==> config.mk <==
export PLATFORM = sky130hd
export DESIGN_NAME = etf_queue
export DESIGN_NICKNAME = d
export VERILOG_FILES = /design/src/hw/rtl/etf_pkg.sv /design/src/hw/rtl/etf_queue.sv
export SDC_FILE = /design/constraint.sdc
export NUM_CORES = 1
export LEC_CHECK = 0
export BUFFER_PORTS_ARGS = -buffer_cell sky130_fd_sc_hd__buf_2
export CORE_AREA = 8 8 129 131
export CTS_BUF_LIST = sky130_fd_sc_hd__clkbuf_16
export DETAILED_ROUTE_END_ITERATION = 16
export DIE_AREA = 0 0 137 139
export PLACE_DENSITY = 0.66
export SLEW_MARGIN = 20
export SYNTH_ARGS = -nofsm -noshare
export SYNTH_HDL_FRONTEND = slang
export SYNTH_SLANG_ARGS = --single-unit
==> constraint.sdc <==
create_clock -name clk -period 5 [get_ports clk]
set_input_delay 1 -clock clk [delete_from_list [all_inputs] [get_ports clk]]
set_output_delay 1 -clock clk [all_outputs]
set_load 0.03 [all_outputs]
==> src/hw/rtl/etf_pkg.sv <==
package etf_pkg;

    // Q4.28 fixed point
    localparam int WORD_BITS = 32;
    localparam int FRAC_BITS = 28;
    localparam int COUNT_BITS = 16;
    localparam int DIV_BITS = 24;

    localparam logic [32:0] R2_MIN = 33'd386547057;
    localparam logic [32:0] R2_MAX = 33'd4294967296;
    localparam logic [8:0] GAIN_ONE = 9'd256;

    typedef enum logic [3:0] {
        REG_KIND   = 4'd0,
        REG_ORG_RE = 4'd1,
        REG_ORG_IM = 4'd2,
        REG_STEP   = 4'd3,
        REG_JULIA  = 4'd4,
        REG_LIMIT  = 4'd5,
        REG_R2     = 4'd6,
        REG_GAINS  = 4'd7
    } cfg_index_t;

    typedef struct packed {
        logic               julia;
        logic signed [31:0] c_re;
        logic signed [31:0] c_im;
        logic [15:0]        limit;
        logic [32:0]        r2;
        logic [8:0]         gain_r;
        logic [8:0]         gain_g;
        logic [8:0]         gain_b;
    } cfg_t;

    typedef struct packed {
        logic signed [31:0] re;
        logic signed [31:0] im;
    } point_t;

    function automatic logic signed [31:0] sat32(input logic signed [38:0] v);
        logic signed [31:0] r;
        if (v > 39'sd2147483647)
            r = 32'sh7FFFFFFF;
        else if (v < -39'sd2147483648)
            r = 32'sh80000000;
        else
            r = v[31:0];
        return r;
    endfunction

    function automatic logic [31:0] mag32(input logic signed [31:0] v);
        return v[31] ? (~v + 32'd1) : v;
    endfunction

endpackage

==> src/hw/rtl/etf_queue.sv <==
module etf_queue
    import etf_pkg::*;
(
    input  logic   clk,
    input  logic   rst_n,
    input  logic   push,
    input  point_t push_data,
    output logic   full,
    input  logic   pop,
    output point_t pop_data,
    output logic   empty
);
    point_t     mem_reg [2];
    logic       wr_reg, wr_next, rd_reg, rd_next;
    logic [1:0] cnt_reg, cnt_next;

    assign full = (cnt_reg == 2'd2);
    assign empty = (cnt_reg == 2'd0);
    assign pop_data = mem_reg[rd_reg];

    always_comb
    begin
        wr_next = push ? !wr_reg : wr_reg;
        rd_next = pop ? !rd_reg : rd_reg;
        cnt_next = cnt_reg + 2'(push) - 2'(pop);
    end

    always_ff @(posedge clk or negedge rst_n)
    begin
        if (!rst_n)
        begin
            wr_reg <= 1'b0;
            rd_reg <= 1'b0;
            cnt_reg <= 2'd0;
        end
        else
        begin
            wr_reg <= wr_next;
            rd_reg <= rd_next;
            cnt_reg <= cnt_next;
        end
    end

    always_ff @(posedge clk)
    begin
        if (push)
            mem_reg[wr_reg] <= push_data;
    end

endmodule

==> results.sh <==
export IMPL_final_cell_mix="buf_2, edfxtp_1, mux2_4, clkbuf_16, mux2_2"
export IMPL_grt_max_degree=65
export IMPL_dp_hpwl_um=6160
export IMPL_layout_commonest_cell="buf_2"
export IMPL_grt_ovfl_total=0
export IMPL_hold_path_class="primary input to asynchronous set/reset pin"
export IMPL_place_inst=530
export IMPL_io_buffers=133
export IMPL_hold_slack_ns=0.388
export IMPL_grt_util_all_layers_pct=9.86
export IMPL_syn_cell_area_um2=5020
export IMPL_fp_row_count=45
export IMPL_cts_resized=0
export IMPL_ys_ff_latch=132
export IMPL_yosys_area_top_type_share_pct=76.6
export IMPL_path_cells="buf_4, mux2_4, buf_2"
export IMPL_yosysSeqAreaShare_pct=78.5
export IMPL_drt_iter0_markers=142
export IMPL_crit_fanout=58
export IMPL_final_period_utilization_pct=67.7
export IMPL_initial_core_util_pct=34.0
export IMPL_finalSetupViolCount=0
export IMPL_antenna_left=0
export IMPL_yosys_area_top_type="edfxtp_1"
export IMPL_status="completed"
export IMPL_dr_pass1_iters=4
export IMPL_largest_reg_flops=128
export IMPL_total_power_mw=4.07
export IMPL_synth_area_leaders="edfxtp_1, mux2_4, mux2_2"
export IMPL_drc_errors=0
export IMPL_grt_pass1_vias=2775
export IMPL_path_delay_family="flip-flops"
export IMPL_cp_start_kind="flop"
export IMPL_routed_wl_um=9360
export IMPL_antenna_found_initial=2
export IMPL_slowest_stage="dfrtp_4"
export IMPL_grt_setup_unrepaired="no"
export IMPL_die_h_um=139
export IMPL_crit_buf_inv=2
export IMPL_ys_types=13
export IMPL_vias=2438
export IMPL_tightestPinTransition_ns=1.03
export IMPL_ios=134
export IMPL_vias_per_cell=4.33
export IMPL_place_ws_ns=2.01
export IMPL_n_fill_cell=1309
export IMPL_final_cells=563
export IMPL_cap_violations=0
export IMPL_grt_pass1_wl_um=14100
export IMPL_nNetsFinal=431
export IMPL_syn2layout_area_growth_pct=27.6
export IMPL_final_area_um2=6410
export IMPL_routed_wl_met3_um=909
export IMPL_syn_instance_count=214
export IMPL_die_area_um2=19000
export IMPL_postCtsHoldBufs=0
export IMPL_required_ns=4.00
export IMPL_die_w_um=137
export IMPL_avgSynthCellArea_um2=23.5
export IMPL_finClkSkew_ns=0.00536
export IMPL_ys_warn_count=0
export IMPL_highest_layer="met5"
export IMPL_maxSlewHeadroom_pct=31.1
export IMPL_cts_buffer_depth=2
export IMPL_numCtsBuffers=17
export IMPL_drive_above_1_share_pct=60.7
export IMPL_cts_sinks=132
export IMPL_path_clk_slew_ns=0.05
export IMPL_cts_root_buf="clkbuf_16"
export IMPL_worstSetupEndpointType="output pin"
export IMPL_p_leak_nw=2.58
export IMPL_htreeDepth=4
export IMPL_post_cts_setup_buffer_count=0
export IMPL_min_period_ns=3.38
export IMPL_arrival_ns=2.38
export IMPL_power_density_nw_per_um2=635
export IMPL_peakVddDrop_v=0.000388
export IMPL_utilization_pct=43.4
export IMPL_fin_ws_ns=1.62
export IMPL_core_area_um2=14800
export IMPL_final_max_slew_viol_count=0
export IMPL_gp_congestion=0.697
export IMPL_max_stage_delay_ns=1.12
export IMPL_wl_per_cell_um=16.6
export IMPL_place_area_um2=5880
export IMPL_clkLatencyLatePin_ns=0.41
export IMPL_timing_fmax_ghz=0.295
export IMPL_syn_nets=284
export IMPL_hold_viol=0
export IMPL_dr_wl_met2_um=4740
export IMPL_fin_setup_tns_ns=0
export IMPL_critPathKind="flop to output pin"
export IMPL_cts_tree="built"
export IMPL_wl_met1_um=3530
[cells by family (layout without fill, tap and decap cells)]
kind of cell	after synthesis	after routing	share of synthesized area, %
simple gates	4	4	0.449
buf+inv	9	169	1.59
xor+xnor	3	3	0.822
flops	132	132	78.5
other cells	0	1	0
mux	64	64	18.1
fa+ha+maj	2	2	0.498
[Yosys cell counts]
cell      count
and2_1        1
buf_2         1
buf_6         6
dfrtp_1       4
edfxtp_1    128
ha_1          2
inv_1         2
mux2_2       14
mux2_4       50
nor2_1        1
nor2b_1       2
xor2_1        2
xor3_1        1
[where the power goes]
group / switching, mW / internal, mW / total [mW]
Sequential: 0.177 / 1.48 / 1.65
Combinational: 0.775 / 0.557 / 1.33
Clock: 0.419 / 0.665 / 1.08
Total: 1.37 / 2.70 / 4.07
[worst register-to-register path: stages (launching register included)]
cell and delay, ns:
dfrtp_1 0.43, nor2b_4 0.12, buf_4 0.68
[layer usage]
metal | vias up | global-route usage, %
met2 | 86 | 16.4
met3 | 19 | 5.47
met5 | - | 0
li1 | 1146 | -
met4 | 4 | 4.46
met1 | 1183 | 9.80
[path summary, 6_finish.rpt]
path,start,end,slack [ns],depth (start not counted)
max,rd_reg,pop_data[23],1.62,3
min,rst_n,cnt_reg[1],0.39,1
max reg2reg,wr_reg,mem_reg[0][48],3.36,2
min reg2reg,wr_reg,wr_reg,0.58,1
max in group asynchronous,rst_n,rd_reg,4.48,1
min in group clk,wr_reg,wr_reg,0.58,1
[layout make-up]
class | count | area [um^2] | area share (%)
sequential | 132 | 3950 | 61.6
clock inverter | 15 | 100 | 1.56
multi-input combinational | 73 | 1010 | 15.7
antenna | 1 | 2.50 | 0.0391
tap | 188 | 235 | 3.67
clock buffer | 17 | 425 | 6.64
inverter | 2 | 7.51 | 0.117
timing repair buffer | 135 | 681 | 10.6
(Power assumes the default switching activity.)
