### src/hw/rtl/etf_pkg.sv
package etf_pkg;

    // Q4.28 fixed point
    localparam int WORD_BITS = 32;
    localparam int FRAC_BITS = 28;
    localparam int COUNT_BITS = 16;
    localparam int DIV_BITS = 24;

    localparam logic [32:0] R2_MIN = 33'd386547057;
    localparam logic [32:0] R2_MAX = 33'd4294967296;
    localparam logic [8:0] GAIN_ONE = 9'd256;

    typedef enum logic [3:0] {
        REG_KIND   = 4'd0,
        REG_ORG_RE = 4'd1,
        REG_ORG_IM = 4'd2,
        REG_STEP   = 4'd3,
        REG_JULIA  = 4'd4,
        REG_LIMIT  = 4'd5,
        REG_R2     = 4'd6,
        REG_GAINS  = 4'd7
    } cfg_index_t;

    typedef struct packed {
        logic               julia;
        logic signed [31:0] c_re;
        logic signed [31:0] c_im;
        logic [15:0]        limit;
        logic [32:0]        r2;
        logic [8:0]         gain_r;
        logic [8:0]         gain_g;
        logic [8:0]         gain_b;
    } cfg_t;

    typedef struct packed {
        logic signed [31:0] re;
        logic signed [31:0] im;
    } point_t;

    function automatic logic signed [31:0] sat32(input logic signed [38:0] v);
        logic signed [31:0] r;
        if (v > 39'sd2147483647)
            r = 32'sh7FFFFFFF;
        else if (v < -39'sd2147483648)
            r = 32'sh80000000;
        else
            r = v[31:0];
        return r;
    endfunction

    function automatic logic [31:0] mag32(input logic signed [31:0] v);
        return v[31] ? (~v + 32'd1) : v;
    endfunction

endpackage

### src/hw/rtl/etf_front.sv
module etf_front
    import etf_pkg::*;
#(
    parameter int COORD_BITS = 12
) (
    input  logic                  clk,
    input  logic                  rst_n,
    input  logic                  in_valid,
    output logic                  in_ready,
    input  logic [COORD_BITS-1:0] pixel_x,
    input  logic [COORD_BITS-1:0] pixel_y,
    input  logic signed [31:0]    org_re,
    input  logic signed [31:0]    org_im,
    input  logic [30:0]           step,
    output logic                  push,
    output point_t                push_data,
    input  logic                  q_full
);
    localparam int PW = COORD_BITS + 31;
    localparam int SW = PW + 2;

    logic          busy_reg, busy_next;
    logic [PW-1:0] prod_x_reg, prod_y_reg;
    logic signed [SW-1:0] sum_re, sum_im;

    assign in_ready = !busy_reg;

    always_comb
    begin
        sum_re = SW'(org_re) + $signed({2'b00, prod_x_reg});
        sum_im = SW'(org_im) + $signed({2'b00, prod_y_reg});
        push_data.re = (sum_re > SW'(32'sh7FFFFFFF)) ? 32'sh7FFFFFFF :
                       (sum_re < SW'(32'sh80000000)) ? 32'sh80000000 : sum_re[31:0];
        push_data.im = (sum_im > SW'(32'sh7FFFFFFF)) ? 32'sh7FFFFFFF :
                       (sum_im < SW'(32'sh80000000)) ? 32'sh80000000 : sum_im[31:0];
        push = busy_reg && !q_full;
        busy_next = busy_reg;
        if (in_valid && in_ready)
            busy_next = 1'b1;
        else if (push)
            busy_next = 1'b0;
    end

    always_ff @(posedge clk or negedge rst_n)
    begin
        if (!rst_n)
            busy_reg <= 1'b0;
        else
            busy_reg <= busy_next;
    end

    always_ff @(posedge clk)
    begin
        if (in_valid && in_ready)
        begin
            prod_x_reg <= PW'(pixel_x) * PW'(step);
            prod_y_reg <= PW'(pixel_y) * PW'(step);
        end
    end

endmodule

### config.mk
export PLATFORM = sky130hd
export DESIGN_NAME = etf_front
export DESIGN_NICKNAME = d
export VERILOG_FILES = /design/src/hw/rtl/etf_pkg.sv /design/src/hw/rtl/etf_front.sv
export SDC_FILE = /design/constraint.sdc
export NUM_CORES = 2
export LEC_CHECK = 0
export BUFFER_PORTS_ARGS = -buffer_cell sky130_fd_sc_hd__buf_2
export CAP_MARGIN = 10
export CORE_ASPECT_RATIO = 2
export CORE_MARGIN = 8
export CORE_UTILIZATION = 40
export CTS_CLUSTER_DIAMETER = 120
export CTS_CLUSTER_SIZE = 20
export DETAILED_ROUTE_END_ITERATION = 16
export PLACE_DENSITY = 0.59
export SLEW_MARGIN = 20
export SYNTH_ARGS = -nofsm -noshare
export SYNTH_HDL_FRONTEND = slang
export SYNTH_SLANG_ARGS = --single-unit
### constraint.sdc
create_clock -name clk -period 5.75 [get_ports clk]
set_input_delay 0.2875 -clock clk [delete_from_list [all_inputs] [get_ports clk]]
set_output_delay 0.2875 -clock clk [all_outputs]
set_load 0.02 [all_outputs]
==> qor.csv <==
stage,metric,value,unit
place,routability congestion estimate,0.885,
setup_path,WP buf/inv,7,
min_path,worst hold path depth,2,
logic_synthesis,Post-Synth XOR/XNOR Area,4.23,%
die,core box area,75900,um2
logic_synthesis,distinct cell type count after synthesis,75,
setup_path,r2r setup slk,3.74,ns
sta,Tmin final,5.69,ns
setup_path,worst-path cell chain,buf_8 -> buf_12 -> buf_6 -> and2_4 -> fa_1 -> fa_1 -> fa_1 -> fa_1 -> inv_1 -> fa_1 -> inv_2 -> ha_4 -> buf_6 -> nand4_1 -> nor2_1 -> o21ai_1 -> nand2b_1 -> a2111oi_4 -> nor3_2 -> a31o_2 -> o41a_1 -> a21boi_1 -> buf_4 -> o211ai_1,
setup_path,FF-to-FF Start,busy_reg$_DFFE_PN0P_,
logic_synthesis,Synth Area in Simple Gates,16.9,%
logic_synthesis,largest family of logic cells by synthesized area,adder cells,
setup_path,FF-to-FF End,prod_x_reg[42]$_DFFE_PP_,
setup_path,Crit path largest cell delay,0.56,ns
clock_tree,clk root buf,clkbuf_16,
setup_path,"Req. time, crit path",5.87,ns
pwr,pwr/cell area,682,nW/um2
routing,drt initial violations,1018,
logic_synthesis,post-synthesis adder-cell area fraction,48.2,%
clock_tree,Clock Latency Late Sink,0.39,ns
setup_path,crit path kind,in2reg,
clock_tree,TritonCTS clock tree,done,
place,DP Cell Count,4946,
routing,DR DRC count,0,
finish,Layout Cell Area excl Fill,36000,um2
setup_path,"slowest stage cell, crit path",fa_1,
setup_path,crit-path most repeated cell,fa_1,
setup_path,Top delay family on crit path,adder cells,
finish,Syn-to-layout area delta,17.3,%
global_routing,vias in the first global route,27800,
logic_synthesis,"Seq/Total Area, Yosys",8.51,%
logic_synthesis,"Net Count, Synth",4553,
clock_tree,# H-tree levels,3,
pwr,maximum vdd drop,0.531,mV
place,Placed Area,34900,um2
sta,relative slew slack,28.3,%
routing,antenna-violating nets left,0,
logic_synthesis,area of the mapped netlist,30600,um2
place,HPWL after DPL,72600,um
finish,"commonest non-fill, non-tap cell in the layout",inv_1,
logic_synthesis,#FFs+latches synth,87,
run,Max Cap Violations,0,
die,Initial Util,40.4,%
sta,Max Fclk,0.176,GHz
routing,vias per cell,5.13,
logic_synthesis,Syn Inst Count,3598,
routing,Post-Route WL,83800,um
setup_path,cell count of the worst reg-to-reg path,3,
setup_path,Critical Path AT,5.81,ns
sta,period utilisation layout,98.9,%
min_path,Hold EP,busy_reg$_DFFE_PN0P_,
sta,unrepaired setup endpoints after global routing,yes,
global_routing,Tot GR Track Use,19.6,%
routing,WL per Instance,16.8,um
min_path,HP Class,in2reg,
logic_synthesis,mux share of post-synthesis cell area,0.0980,%
setup_path,Critical Path Sink Type,flop,
sta,# setup viols final,0,
sta,worst slew pin tran,1.07,ns
finish,Nets,4920,
clock_tree,# clock sinks,87,
finish,most frequent cells in the layout,"inv_1, nand2_1, fa_1, buf_4, ha_1",
routing,via count,25600,
min_path,Hold Startpoint,q_full,
clock_tree,maximum clock path buffer count,2,
die,die area,86300,um2
clock_tree,CTS Buf Count,9,
finish,share of layout cells above drive strength 1,16.4,%
finish,Layout Cells excl Fill,4990,
sta,fin. max-slew vios,0,
logic_synthesis,synthesized area per cell,8.52,um2
setup_path,crit path launch type,input port,
routing,First-pass DRT Iterations,5,
pwr,leakage,18.0,nW
sta,Worst Skew,0.00803,ns
sta,final hold vios,0,
global_routing,first-pass GRT wire length,135000,um
clock_tree,clk slew on worst S/H paths,0.07,ns
place,PortBufs,188,
die,num ports,189,
logic_synthesis,Synth Area in Compound Gates,11.1,%
die,Die W,212,um
die,Die H,407,um
logic_synthesis,Synthesis Warnings,0,
die,row cnt,143,
logic_synthesis,"Async S/R FF share, synth",1.15,%
global_routing,largest net degree at the start of global routing,45,
outcome,status,finished clean,
logic_synthesis,Post-synth EDFFs,86,
setup_path,Crit Path Max Fanout,4,
logic_synthesis,"Top FF cell, synth",edfxtp_1,
global_routing,initial antenna violation count,8,
global_routing,grt total ovfl,0,
finish,Final Util,47.4,%
-- synthesized netlist by cell type, types with 4 or more instances --
cell | count | area [um2]
xor2_1 | 56 | 490
edfxtp_1 | 86 | 2580
a31oi_1 | 15 | 93.8
o21a_1 | 20 | 150
or2_2 | 4 | 25.0
clkbuf_1 | 174 | 653
inv_1 | 707 | 2650
o31ai_1 | 11 | 82.6
ha_1 | 250 | 3130
o21ai_0 | 99 | 495
nand2_1 | 628 | 2360
nand4_1 | 21 | 131
nand3_1 | 45 | 225
a31o_2 | 4 | 35.0
o211a_1 | 5 | 50.1
a2111oi_0 | 7 | 61.3
o21bai_1 | 28 | 210
nor2b_1 | 17 | 106
a21oi_1 | 166 | 831
fa_1 | 582 | 11700
a21oi_2 | 10 | 87.6
o2111ai_1 | 5 | 43.8
and4_1 | 4 | 35.0
or3_1 | 12 | 75.1
a211oi_1 | 19 | 143
nor2_1 | 81 | 304
o21ba_2 | 4 | 40.0
nand2b_1 | 17 | 106
nor3_1 | 27 | 135
nor4_1 | 6 | 37.5
xnor2_1 | 92 | 806
a21boi_0 | 7 | 52.6
and3_1 | 13 | 81.3
a21o_1 | 62 | 465
and2_1 | 225 | 1410
o221ai_1 | 5 | 43.8
o211ai_1 | 19 | 143
o41ai_1 | 6 | 52.6
-- cell families (layout without fill, tap and decap cells) --
logic type | after synthesis | after routing
flip-flops | 87 | 87
AND/OR/NAND/NOR | 1117 | 1117
XOR/XNOR | 148 | 148
AO/OA/AOI/OAI | 526 | 526
multiplexers | 3 | 3
adder cells (fa/ha/maj) | 832 | 832
other | 0 | 6
buffers and inverters | 885 | 1256
-- through the flow --
stage / setup slack, ns / TNS, ns / hold WS (ns) / power [W]
2_1_floorplan: -0.00541 / -0.00541 / -0.00809 / 0.0157
3_3_place_gp: -0.568 / -10.54 / 0.0629 / 0.0225
3_5_place_dp: -0.623 / -11.72 / 0.0642 / 0.0227
4_1_cts: 0.00132 / 0 / 0.0846 / 0.0236
5_1_grt: -0.177 / -0.778 / 0.129 / 0.0273
6_report: 0.0617 / 0 / 0.114 / 0.0245
-- area by class of cell --
type	instances	area, um2
clock buffers	9	225
inverters	707	2650
clock inverters	6	76.3
flip-flops and latches	87	2610
well taps	1015	1270
diodes	6	15.0
repair buffers	534	3950
fillers	7522	39900
multi-input cells	2626	25200
-- worst reg2reg max path: cells and delay by family (launching register included) --
family | cells | cell delay (ns)
buffers and inverters | 2 | 1.03
AND/OR/NAND/NOR | 1 | 0.11
flip-flops | 1 | 0.42
-- power by group --
part	internal (W)	switching [W]	total, W	leakage, nW
Combinational	0.0105	0.0115	0.0219	17.0
Sequential	0.00181	0.000124	0.00193	0.825
Clock	0.000372	0.000267	0.000640	0.148
Total	0.0126	0.0119	0.0245	18.0
-- per-layer routing --
metal / routed length (um) / part of all wire [%] / vias to the layer above / track usage, %
li1: - / - / 12000 / -
met1: 29000 / 35 / 12900 / 19.4
met2: 48400 / 58 / 526 / 39.7
met3: 2760 / 3.3 / 200 / 2.34
met4: 3550 / 4.2 / 2 / 8.26
met5: 17 / 0.020 / - / 0
-- worst max path at each step --
stage | start | end | slack, ns | cells past startpoint
global route | pixel_x[3] | prod_x_reg[42]$_DFFE_PP_ | -0.18 | 23
finish | step[8] | prod_x_reg[42]$_DFFE_PP_ | 0.06 | 24
CTS | step[8] | prod_x_reg[38]$_DFFE_PP_ | 0.001 | 23
global placement | step[5] | prod_y_reg[39]$_DFFE_PP_ | -0.57 | 22
floorplan | pixel_x[6] | prod_x_reg[38]$_DFFE_PP_ | -0.005 | 23
detailed placement | step[7] | prod_y_reg[42]$_DFFE_PP_ | -0.62 | 23
-- timing repair --
action / 4_1_cts / 5_1_grt
hold buffers: 1 / 0
setup buffers: 1 / 21
endpoints found under the setup margin: 15 / 37
endpoints found under the hold margin: 1 / 0
gates resized for setup: 22 / 138
pin swaps: 2 / 73
(Power assumes the default switching activity.)
